`src/sv/esc_pkg.sv`:
```
// Shared types, constants and helper functions for the epoch-seconds to calendar converter.
// Used by esc_ctrl, esc_dp and epoch_seconds_to_calendar_unit.
package esc_pkg;

    localparam int unsigned EPOCH_W   = 32;
    localparam int unsigned ZONE_W    = 17;
    localparam int unsigned DAYS_W    = 16;      // up to 49710 days in a 32-bit count
    localparam int unsigned DIVISOR_W = 17;

    localparam logic signed [ZONE_W-1:0] ZONE_RESET = 17'sd28800;
    localparam logic [11:0]              BASE_YEAR  = 12'd1970;
    localparam logic [3:0]               MON_DEC    = 4'd11;
    localparam logic [31:0]              WEEK_BIAS  = 32'd4;   // 1970-01-01 was a Thursday

    typedef enum logic [3:0] {
        ST_IDLE,
        ST_MUL_Q,
        ST_MUL_R,
        ST_SUB,
        ST_FIX,
        ST_SAVE_DAY,
        ST_SAVE_HOUR,
        ST_SAVE_MIN,
        ST_SAVE_WEEK,
        ST_YEAR,
        ST_MONTH,
        ST_DONE
    } t_state;

    typedef enum logic [3:0] {
        OP_NONE,
        OP_LOAD,
        OP_MUL_Q,
        OP_MUL_R,
        OP_SUB,
        OP_FIX,
        OP_SAVE_DAY,
        OP_SAVE_HOUR,
        OP_SAVE_MIN,
        OP_SAVE_WEEK,
        OP_YEAR,
        OP_MONTH,
        OP_OUT
    } t_dp_op;

    typedef enum logic [1:0] {
        DIV_DAY,
        DIV_HOUR,
        DIV_MIN,
        DIV_WEEK
    } t_div_sel;

    typedef struct packed {
        t_dp_op   op;
        t_div_sel sel;
    } t_dp_cmd;

    typedef struct packed {
        logic yr_done;
        logic mo_done;
    } t_dp_sts;

    typedef struct packed {
        logic [2:0]  weekday;
        logic [5:0]  second;
        logic [5:0]  minute;
        logic [4:0]  hour;
        logic [4:0]  day_of_month;
        logic [3:0]  month;
        logic [11:0] year;
    } t_cal_result;

    function automatic logic [DIVISOR_W-1:0] div_const(input t_div_sel sel);
        logic [DIVISOR_W-1:0] d;
        case (sel)
            DIV_DAY:  d = 17'd86400;
            DIV_HOUR: d = 17'd3600;
            DIV_MIN:  d = 17'd60;
            DIV_WEEK: d = 17'd7;
            default:  d = 17'd7;
        endcase
        return d;
    endfunction

    // floor(2^32 / divisor); the quotient estimate from it is at most one short
    function automatic logic [EPOCH_W-1:0] recip_const(input t_div_sel sel);
        logic [EPOCH_W-1:0] m;
        case (sel)
            DIV_DAY:  m = 32'd49710;
            DIV_HOUR: m = 32'd1193046;
            DIV_MIN:  m = 32'd71582788;
            DIV_WEEK: m = 32'd613566756;
            default:  m = 32'd613566756;
        endcase
        return m;
    endfunction

    // A 32-bit count only reaches years 1970..2106, so 2100 is the only
    // century that needs the exception (2000 is divisible by 400).
    function automatic logic is_leap(input logic [11:0] y);
        return (y[1:0] == 2'b00) && (y != 12'd2100);
    endfunction

    function automatic logic [8:0] year_len(input logic [11:0] y);
        return is_leap(y) ? 9'd366 : 9'd365;
    endfunction

    function automatic logic [4:0] month_len(input logic [3:0] m, input logic leap);
        logic [4:0] l;
        case (m)
            4'd0:    l = 5'd31;
            4'd1:    l = leap ? 5'd29 : 5'd28;
            4'd2:    l = 5'd31;
            4'd3:    l = 5'd30;
            4'd4:    l = 5'd31;
            4'd5:    l = 5'd30;
            4'd6:    l = 5'd31;
            4'd7:    l = 5'd31;
            4'd8:    l = 5'd30;
            4'd9:    l = 5'd31;
            4'd10:   l = 5'd30;
            4'd11:   l = 5'd31;
            default: l = 5'd31;
        endcase
        return l;
    endfunction

endpackage

```
`src/sv/esc_ctrl.sv`:
```
// Sequencer for the converter: steps the shared reciprocal divider, year and month loops.
// Depends on esc_pkg; drives esc_dp through t_dp_cmd and reads t_dp_sts.
module esc_ctrl
    import esc_pkg::*;
(
    input  logic    i_clk,
    input  logic    i_rst_n,
    input  logic    i_in_valid,
    output logic    o_in_ready,
    output logic    o_out_valid,
    input  logic    i_out_ready,
    input  t_dp_sts i_sts,
    output t_dp_cmd o_cmd
);

    t_state   r_state, n_state;
    t_div_sel r_sel, n_sel;
    logic     r_out_valid, n_out_valid;

    always_ff @(posedge i_clk) begin
        if (!i_rst_n) begin
            r_state     <= ST_IDLE;
            r_sel       <= DIV_DAY;
            r_out_valid <= 1'b0;
        end else begin
            r_state     <= n_state;
            r_sel       <= n_sel;
            r_out_valid <= n_out_valid;
        end
    end

    always_comb begin
        n_state     = r_state;
        n_sel       = r_sel;
        n_out_valid = r_out_valid & ~i_out_ready;
        o_cmd.op    = OP_NONE;
        o_cmd.sel   = r_sel;
        o_in_ready  = 1'b0;
        case (r_state)
            ST_IDLE: begin
                o_in_ready = 1'b1;
                if (i_in_valid) begin
                    o_cmd.op = OP_LOAD;
                    n_sel    = DIV_DAY;
                    n_state  = ST_MUL_Q;
                end
            end
            // each division: estimate, back-multiply, subtract, one correction
            ST_MUL_Q: begin
                o_cmd.op = OP_MUL_Q;
                n_state  = ST_MUL_R;
            end
            ST_MUL_R: begin
                o_cmd.op = OP_MUL_R;
                n_state  = ST_SUB;
            end
            ST_SUB: begin
                o_cmd.op = OP_SUB;
                n_state  = ST_FIX;
            end
            ST_FIX: begin
                o_cmd.op = OP_FIX;
                case (r_sel)
                    DIV_DAY:  n_state = ST_SAVE_DAY;
                    DIV_HOUR: n_state = ST_SAVE_HOUR;
                    DIV_MIN:  n_state = ST_SAVE_MIN;
                    DIV_WEEK: n_state = ST_SAVE_WEEK;
                    default:  n_state = ST_SAVE_WEEK;
                endcase
            end
            ST_SAVE_DAY: begin
                o_cmd.op = OP_SAVE_DAY;
                n_sel    = DIV_HOUR;
                n_state  = ST_MUL_Q;
            end
            ST_SAVE_HOUR: begin
                o_cmd.op = OP_SAVE_HOUR;
                n_sel    = DIV_MIN;
                n_state  = ST_MUL_Q;
            end
            ST_SAVE_MIN: begin
                o_cmd.op = OP_SAVE_MIN;
                n_sel    = DIV_WEEK;
                n_state  = ST_MUL_Q;
            end
            ST_SAVE_WEEK: begin
                o_cmd.op = OP_SAVE_WEEK;
                n_state  = ST_YEAR;
            end
            ST_YEAR: begin
                o_cmd.op = OP_YEAR;
                if (i_sts.yr_done) n_state = ST_MONTH;
            end
            ST_MONTH: begin
                o_cmd.op = OP_MONTH;
                if (i_sts.mo_done) n_state = ST_DONE;
            end
            ST_DONE: begin
                // wait until the output register is free
                if (!r_out_valid || i_out_ready) begin
                    o_cmd.op    = OP_OUT;
                    n_out_valid = 1'b1;
                    n_state     = ST_IDLE;
                end
            end
            default: begin
                n_state = ST_IDLE;
            end
        endcase
    end

    assign o_out_valid = r_out_valid;

    // a pending word must never be overwritten
    a_no_overwrite: assert property (@(posedge i_clk) disable iff (!i_rst_n)
        (o_cmd.op == OP_OUT) |-> (!r_out_valid || i_out_ready))
        else $error("result register overwritten while pending");

    a_out_hold: assert property (@(posedge i_clk) disable iff (!i_rst_n)
        (r_out_valid && !i_out_ready) |=> r_out_valid)
        else $error("result word dropped while stalled");

    a_load_idle: assert property (@(posedge i_clk) disable iff (!i_rst_n)
        (o_cmd.op == OP_LOAD) |-> (r_state == ST_IDLE && i_in_valid))
        else $error("load issued outside an input handshake");

endmodule

```
`src/sv/esc_dp.sv`:
```
// Datapath: zone offset register, shared reciprocal divider, year and month loops.
// Depends on esc_pkg; controlled by esc_ctrl through t_dp_cmd.
module esc_dp
    import esc_pkg::*;
(
    input  logic                     i_clk,
    input  logic                     i_rst_n,
    input  logic                     i_cfg_we,
    input  logic signed [ZONE_W-1:0] i_cfg_wdata,
    input  logic [EPOCH_W-1:0]       i_epoch_seconds,
    input  t_dp_cmd                  i_cmd,
    output t_dp_sts                  o_sts,
    output t_cal_result              o_result
);

    logic signed [ZONE_W-1:0] r_zone;
    logic [EPOCH_W-1:0]       r_w;        // dividend / running remainder
    logic [DAYS_W-1:0]        r_q;        // quotient
    logic [2*EPOCH_W-1:0]     r_prod;
    logic [DAYS_W-1:0]        r_days;
    logic [11:0]              r_year;
    logic [3:0]               r_mon;
    logic [4:0]               r_hour;
    logic [5:0]               r_minute;
    logic [5:0]               r_second;
    logic [2:0]               r_weekday;
    t_cal_result              r_result;

    logic [DIVISOR_W-1:0] dval;
    logic [EPOCH_W-1:0]   dval_ext;
    logic [DAYS_W-1:0]    q_est;
    logic [EPOCH_W-1:0]   mul_a;
    logic [EPOCH_W-1:0]   mul_b;
    logic [2*EPOCH_W-1:0] prod;
    logic [8:0]           ylen;
    logic [4:0]           mlen;

    always_comb begin
        dval     = div_const(i_cmd.sel);
        dval_ext = {{(EPOCH_W-DIVISOR_W){1'b0}}, dval};
        q_est    = r_prod[EPOCH_W +: DAYS_W];
        // one 32x32 multiplier: dividend times reciprocal, then quotient times divisor
        if (i_cmd.op == OP_MUL_Q) begin
            mul_a = r_w;
            mul_b = recip_const(i_cmd.sel);
        end else begin
            mul_a = {{(EPOCH_W-DAYS_W){1'b0}}, q_est};
            mul_b = dval_ext;
        end
        prod          = mul_a * mul_b;
        ylen          = year_len(r_year);
        mlen          = month_len(r_mon, is_leap(r_year));
        o_sts.yr_done = (r_days < {{(DAYS_W-9){1'b0}}, ylen});
        o_sts.mo_done = (r_days < {{(DAYS_W-5){1'b0}}, mlen}) || (r_mon == MON_DEC);
    end

    always_ff @(posedge i_clk) begin
        if (!i_rst_n) begin
            r_zone <= ZONE_RESET;
        end else if (i_cfg_we) begin
            r_zone <= i_cfg_wdata;
        end
    end

    always_ff @(posedge i_clk) begin
        case (i_cmd.op)
            OP_LOAD: begin
                r_w    <= i_epoch_seconds + {{(EPOCH_W-ZONE_W){r_zone[ZONE_W-1]}}, r_zone};
                r_year <= BASE_YEAR;
                r_mon  <= '0;
            end
            OP_MUL_Q: begin
                r_prod <= prod;
            end
            OP_MUL_R: begin
                r_q    <= q_est;
                r_prod <= prod;
            end
            OP_SUB: begin
                r_w <= r_w - r_prod[EPOCH_W-1:0];
            end
            OP_FIX: begin
                if (r_w >= dval_ext) begin
                    r_w <= r_w - dval_ext;
                    r_q <= r_q + 1'b1;
                end
            end
            OP_SAVE_DAY: begin
                r_days <= r_q;
            end
            OP_SAVE_HOUR: begin
                r_hour <= r_q[4:0];
            end
            OP_SAVE_MIN: begin
                r_minute <= r_q[5:0];
                r_second <= r_w[5:0];
                r_w      <= {{(EPOCH_W-DAYS_W){1'b0}}, r_days} + WEEK_BIAS;
            end
            OP_SAVE_WEEK: begin
                r_weekday <= r_w[2:0];
            end
            OP_YEAR: begin
                if (!o_sts.yr_done) begin
                    r_days <= r_days - {{(DAYS_W-9){1'b0}}, ylen};
                    r_year <= r_year + 12'd1;
                end
            end
            OP_MONTH: begin
                if (!o_sts.mo_done) begin
                    r_days <= r_days - {{(DAYS_W-5){1'b0}}, mlen};
                    r_mon  <= r_mon + 4'd1;
                end
            end
            OP_OUT: begin
                r_result.year         <= r_year;
                r_result.month        <= r_mon + 4'd1;
                r_result.day_of_month <= r_days[4:0] + 5'd1;
                r_result.hour         <= r_hour;
                r_result.minute       <= r_minute;
                r_result.second       <= r_second;
                r_result.weekday      <= r_weekday;
            end
            default: begin
            end
        endcase
    end

    assign o_result = r_result;

    a_month_range: assert property (@(posedge i_clk) disable iff (!i_rst_n)
        (i_cmd.op == OP_MONTH) |-> (r_mon <= MON_DEC))
        else $error("month index past December");

    a_year_range: assert property (@(posedge i_clk) disable iff (!i_rst_n)
        (i_cmd.op == OP_YEAR) |-> (r_year <= 12'd2106))
        else $error("year loop ran past 2106");

    a_day_range: assert property (@(posedge i_clk) disable iff (!i_rst_n)
        (i_cmd.op == OP_OUT) |-> (r_days < {{(DAYS_W-5){1'b0}}, mlen}))
        else $error("day index exceeds month length");

    a_day_rem: assert property (@(posedge i_clk) disable iff (!i_rst_n)
        (i_cmd.op == OP_SAVE_DAY) |-> (r_w < 32'd86400))
        else $error("second-of-day remainder not reduced");

    a_week_rem: assert property (@(posedge i_clk) disable iff (!i_rst_n)
        (i_cmd.op == OP_SAVE_WEEK) |-> (r_w < 32'd7))
        else $error("weekday remainder not reduced");

endmodule

```
`src/sv/epoch_seconds_to_calendar_unit.sv`:
```
// Top level of the epoch-seconds to Gregorian calendar converter.
// Depends on esc_pkg, esc_ctrl and esc_dp.
//
// Converts a 32-bit seconds-since-1970 count, plus a signed 17-bit zone
// offset (reset 28800, written through i_cfg_we/i_cfg_wdata while no word is
// in flight; the user must keep to this, the block itself does not enforce
// it), into year, month, day, hour, minute, second and weekday. One word is
// worked on at a time. The four divisions (days, hours, minutes, weekday)
// share one 32x32 reciprocal multiplier, each as estimate, back-multiply,
// subtract, correct and save steps; the year loop then steps one year at a
// time from 1970, the month loop one month at a time, and the result
// register is loaded last. The input side is ready again as soon as the
// result is loaded, while that result waits on the output; the next word
// then holds before its result load until the waiting one is taken.
module epoch_seconds_to_calendar_unit
    import esc_pkg::*;
(
    input  logic                     i_clk,
    input  logic                     i_rst_n,
    input  logic                     i_cfg_we,
    input  logic signed [ZONE_W-1:0] i_cfg_wdata,     // zone_offset_seconds
    input  logic                     s_axis_tvalid,
    output logic                     s_axis_tready,
    input  logic [31:0]              s_axis_tdata,    // [31:0] epoch_seconds
    output logic                     m_axis_tvalid,
    input  logic                     m_axis_tready,
    // [11:0] year, [15:12] month, [20:16] day_of_month, [25:21] hour,
    // [31:26] minute, [37:32] second, [40:38] weekday, [47:41] zero
    output logic [47:0]              m_axis_tdata
);

    t_dp_cmd     cmd;
    t_dp_sts     sts;
    t_cal_result result;

    esc_ctrl u_ctrl (
        .i_clk       (i_clk),
        .i_rst_n     (i_rst_n),
        .i_in_valid  (s_axis_tvalid),
        .o_in_ready  (s_axis_tready),
        .o_out_valid (m_axis_tvalid),
        .i_out_ready (m_axis_tready),
        .i_sts       (sts),
        .o_cmd       (cmd)
    );

    esc_dp u_dp (
        .i_clk           (i_clk),
        .i_rst_n         (i_rst_n),
        .i_cfg_we        (i_cfg_we),
        .i_cfg_wdata     (i_cfg_wdata),
        .i_epoch_seconds (s_axis_tdata),
        .i_cmd           (cmd),
        .o_sts           (sts),
        .o_result        (result)
    );

    assign m_axis_tdata = {7'b0, result};

endmodule

```
`config.mk`:
```
export PLATFORM = sky130hd
export DESIGN_NAME = epoch_seconds_to_calendar_unit
export DESIGN_NICKNAME = d
export VERILOG_FILES = /design/src/sv/esc_pkg.sv /design/src/sv/esc_ctrl.sv /design/src/sv/esc_dp.sv /design/src/sv/epoch_seconds_to_calendar_unit.sv
export SDC_FILE = /design/constraint.sdc
export NUM_CORES = 2
export LEC_CHECK = 0
export ABC_AREA = 1
export BUFFER_PORTS_ARGS = -buffer_cell sky130_fd_sc_hd__buf_2
export CAP_MARGIN = 10
export CELL_PAD_IN_SITES_DETAIL_PLACEMENT = 1
export CELL_PAD_IN_SITES_GLOBAL_PLACEMENT = 2
export CORE_ASPECT_RATIO = 1.1
export CORE_MARGIN = 2
export CORE_UTILIZATION = 36
export CTS_CLUSTER_SIZE = 28
export DETAILED_ROUTE_END_ITERATION = 8
export PLACE_DENSITY = 0.87
export SYNTH_ARGS = -nofsm -noshare
export SYNTH_HDL_FRONTEND = slang
export SYNTH_SLANG_ARGS = --single-unit
```
`constraint.sdc`:
```
create_clock -name i_clk -period 7.2 [get_ports i_clk]
set_input_delay 1.08 -clock i_clk [delete_from_list [all_inputs] [get_ports i_clk]]
set_output_delay 1.08 -clock i_clk [all_outputs]
set_load 0.005 [all_outputs]
```
==> results.json <==
{
  "area_growth_pct": 27.3,
  "final_cell_area_um2": 49200,
  "syn-instance-count": 4800,
  "drtAntennaViolNets": 0,
  "grt_pass1_vias": 39800,
  "crit_path_frequent_cell": "fa_1",
  "start_kind": "register",
  "fillers": 12800,
  "place_area_um2": 45000,
  "layout_setup_ws_ns": -0.366,
  "core-area_um2": 107000,
  "die-area_um2": 110000,
  "overflow": 0,
  "clock_latency_ns": 0.63,
  "cts_tree": "yes",
  "synth-adder-area-share": 0.434,
  "place.gp.congestion": 1.01,
  "drc": 0,
  "firstDrtPassIters": 7,
  "synth_edf_count": 189,
  "cts_sinks": 213,
  "final_layout_size_suffix_gt1_frac": 0.236,
  "grt_max_degree": 50,
  "synth.mux.area_fraction": 0,
  "finalNetCount": 6502,
  "port_buffers": 96,
  "synth-compound-area-share": 0.0696,
  "clk_pin_slew_worst_paths_ns": 0.07,
  "die_width_um": 316,
  "clock-root-buffer": "clkbuf_16",
  "rows": 126,
  "relSlewSlack": 0.128,
  "wl_met2_um": 79000,
  "highest_layer": "met5",
  "syn_area_um2": 38700,
  "synth_simple_gate_area_share": 0.198,
  "rsz0062_at_grt": "true",
  "violations": "negative setup slack",
  "fin_crit_sh": 1.05,
  "finClkSkew_ns": 0.0442,
  "m1WireLength_um": 64100,
  "yosysWarnings": 0,
  "synthDistinctLibCells": 54,
  "cp_slowest_stage_delay_ns": 0.57,
  "dr_wl_met3_um": 9920,
  "cp_max_fo": 8,
  "grt.total_usage": 0.299,
  "end_kind": "register",
  "cts_buffers": 26,
  "min_path_type": "reg -> reg",
  "start_util": 0.362,
  "slew_violations": 0,
  "hold_viol": 0,
  "setup_violations": 30,
  "r2r_setup_slack_ns": -0.37,
  "dp_hpwl_um": 138000,
  "slowest_stage": "fa_2",
  "hold_slack_ns": 0.425,
  "routed_wl_um": 167000,
  "clockBufferDepth": 3,
  "cts_max_level": 1,
  "syn_avg_cell_area_um2": 8.06,
  "max_freq_ghz": 0.132,
  "wl_per_cell_um": 24.2,
  "post-route-min-period_ns": 7.57,
  "antenna_found_initial": 4,
  "ios": 104,
  "via_per_inst": 5.25,
  "seq_area_frac_synth": 0.159,
  "maxCapViolCount": 0,
  "async_flop_share": 0,
  "worstMarginPinSlew_ns": 1.29,
  "drt_iter0_drc": 2613,
  "synth_top_family_by_area": "adder cells",
  "fin_setup_tns_ns": -6.49,
  "cp.arrival_ns": 8.00,
  "crit_type": "reg -> reg",
  "synth_xor_area_frac": 0.0188,
  "synthFlopType": "edfxtp_1",
  "num_vias": 36300,
  "grt_pass1_wl_um": 245000,
  "die_h_um": 348,
  "cp.required_ns": 7.64,
  "outcome": "finished, violations left",
  "ys_ff_latch": 213
}
what timing repair did:
| item | 4_1_cts | 5_1_grt |
|---|---|---|
| gates cloned | 5 | 0 |
| setup endpoints to repair | 36 | 38 |
| hold endpoints to repair | 0 | 0 |
| gates resized for setup | 420 | 314 |
| pin swaps | 107 | 159 |
| hold buffers | 0 | 0 |
| buffers inserted | 34 | 38 |
cells in the final DEF, fill, tap and decap left out, types with 27 or more instances in the layout:
cell	instances
a21oi_1	142
a21oi_2	36
buf_12	27
buf_2	96
buf_4	528
buf_6	42
conb_1	54
edfxtp_1	189
fa_1	580
fa_2	37
ha_1	310
ha_4	38
inv_1	1016
inv_2	60
nand2_1	641
nand2_2	45
nand3_1	219
nand4_1	48
nor2_1	588
nor2_2	106
nor2_4	68
nor3_1	34
o21ai_0	134
xor2_1	54
final cells by class:
cell class                 count  area, um2  area share
tap                         1408       1760      0.0358
antenna                        2       5.00    0.000102
clock inverter                19        225     0.00457
inverter                    1099       4180      0.0849
timing repair buffer         703       5660       0.115
sequential                   213       6160       0.125
timing repair inverter         1       7.51    0.000152
multi-input combinational   3434      30600       0.621
clock buffer                  29        672      0.0136
synth_stat cells (12+ instances only):
library cell | number | area share
nand2_1 | 696 | 0.068
a21o_1 | 21 | 0.0041
o21ai_0 | 161 | 0.021
nor3_1 | 43 | 0.0056
dfxtp_1 | 24 | 0.012
nand4_1 | 48 | 0.0078
o211ai_1 | 12 | 0.0023
a31oi_1 | 17 | 0.0028
fa_1 | 617 | 0.32
ha_1 | 353 | 0.11
xnor2_1 | 25 | 0.0057
nand3_1 | 235 | 0.030
edfxtp_1 | 189 | 0.15
o21bai_1 | 25 | 0.0049
nor2_1 | 753 | 0.073
xor2_1 | 58 | 0.013
or2_2 | 18 | 0.0029
inv_2 | 14 | 0.0014
inv_1 | 1074 | 0.10
buf_2 | 43 | 0.0056
a21oi_1 | 194 | 0.025
clkbuf_1 | 44 | 0.0043
sequential cells by signal, summed over array words and instances (netlist names):
| register | count |
|---|---|
| u_ctrl.r_sel | 2 |
| u_dp.r_hour | 5 |
| u_dp.r_year | 12 |
| u_dp.r_zone | 17 |
| u_dp.r_w | 32 |
| u_dp.o_result | 41 |
| u_dp.r_mon | 4 |
| u_dp.r_days | 16 |
| u_dp.r_weekday | 3 |
| u_dp.r_second | 6 |
| u_ctrl.r_state | 4 |
| u_dp.r_prod | 48 |
| u_ctrl.o_out_valid | 1 |
| u_dp.r_minute | 6 |
| u_dp.r_q | 16 |
metrics by stage:
step | worst slack (ns) | std cells | util
2_1_floorplan | 0.0224 | 4852 | -
3_3_place_gp | -0.548 | 6797 | 0.421
3_5_place_dp | -0.638 | 6797 | 0.421
4_1_cts | -0.165 | 6881 | 0.447
5_1_grt | -0.548 | 6906 | 0.461
6_report | -0.366 | 6908 | 0.461
cells by family after synthesis:
group / Yosys count
compound gates: 480
simple gates: 1847
xor+xnor: 83
other cells: 2
buf+inv: 1205
flops: 213
fa+ha+maj: 970
critical path, delay by kind of cell, from the launching register on:
family / cells / cell delay (ns)
AND/OR/NAND/NOR: 9 / 1.28
adder cells (fa/ha/maj): 9 / 4.38
XOR/XNOR: 1 / 0.19
AO/OA/AOI/OAI: 1 / 0.27
flip-flops: 1 / 0.35
buffers and inverters: 9 / 0.93
final timing paths:
kind                     start                 to  depth (start not counted)
max          u_ctrl.r_state[0]    u_dp.r_prod[40]                         29
min             u_dp.r_hour[3]  u_dp.o_result[24]                          0
max reg2reg  u_ctrl.r_state[0]    u_dp.r_prod[40]                         29
min reg2reg     u_dp.r_hour[3]  u_dp.o_result[24]                          0
per-layer routing:
| layer | up-vias | global-route usage |
|---|---|---|
| met4 | 2 | 0.200 |
| li1 | 16100 | - |
| met2 | 1291 | 0.498 |
| met5 | - | 0 |
| met3 | 471 | 0.0353 |
| met1 | 18400 | 0.361 |
Power is left out: the tool's default activity adds up to more than one toggle a clock period on the data nets, which glitch-free logic cannot reach.
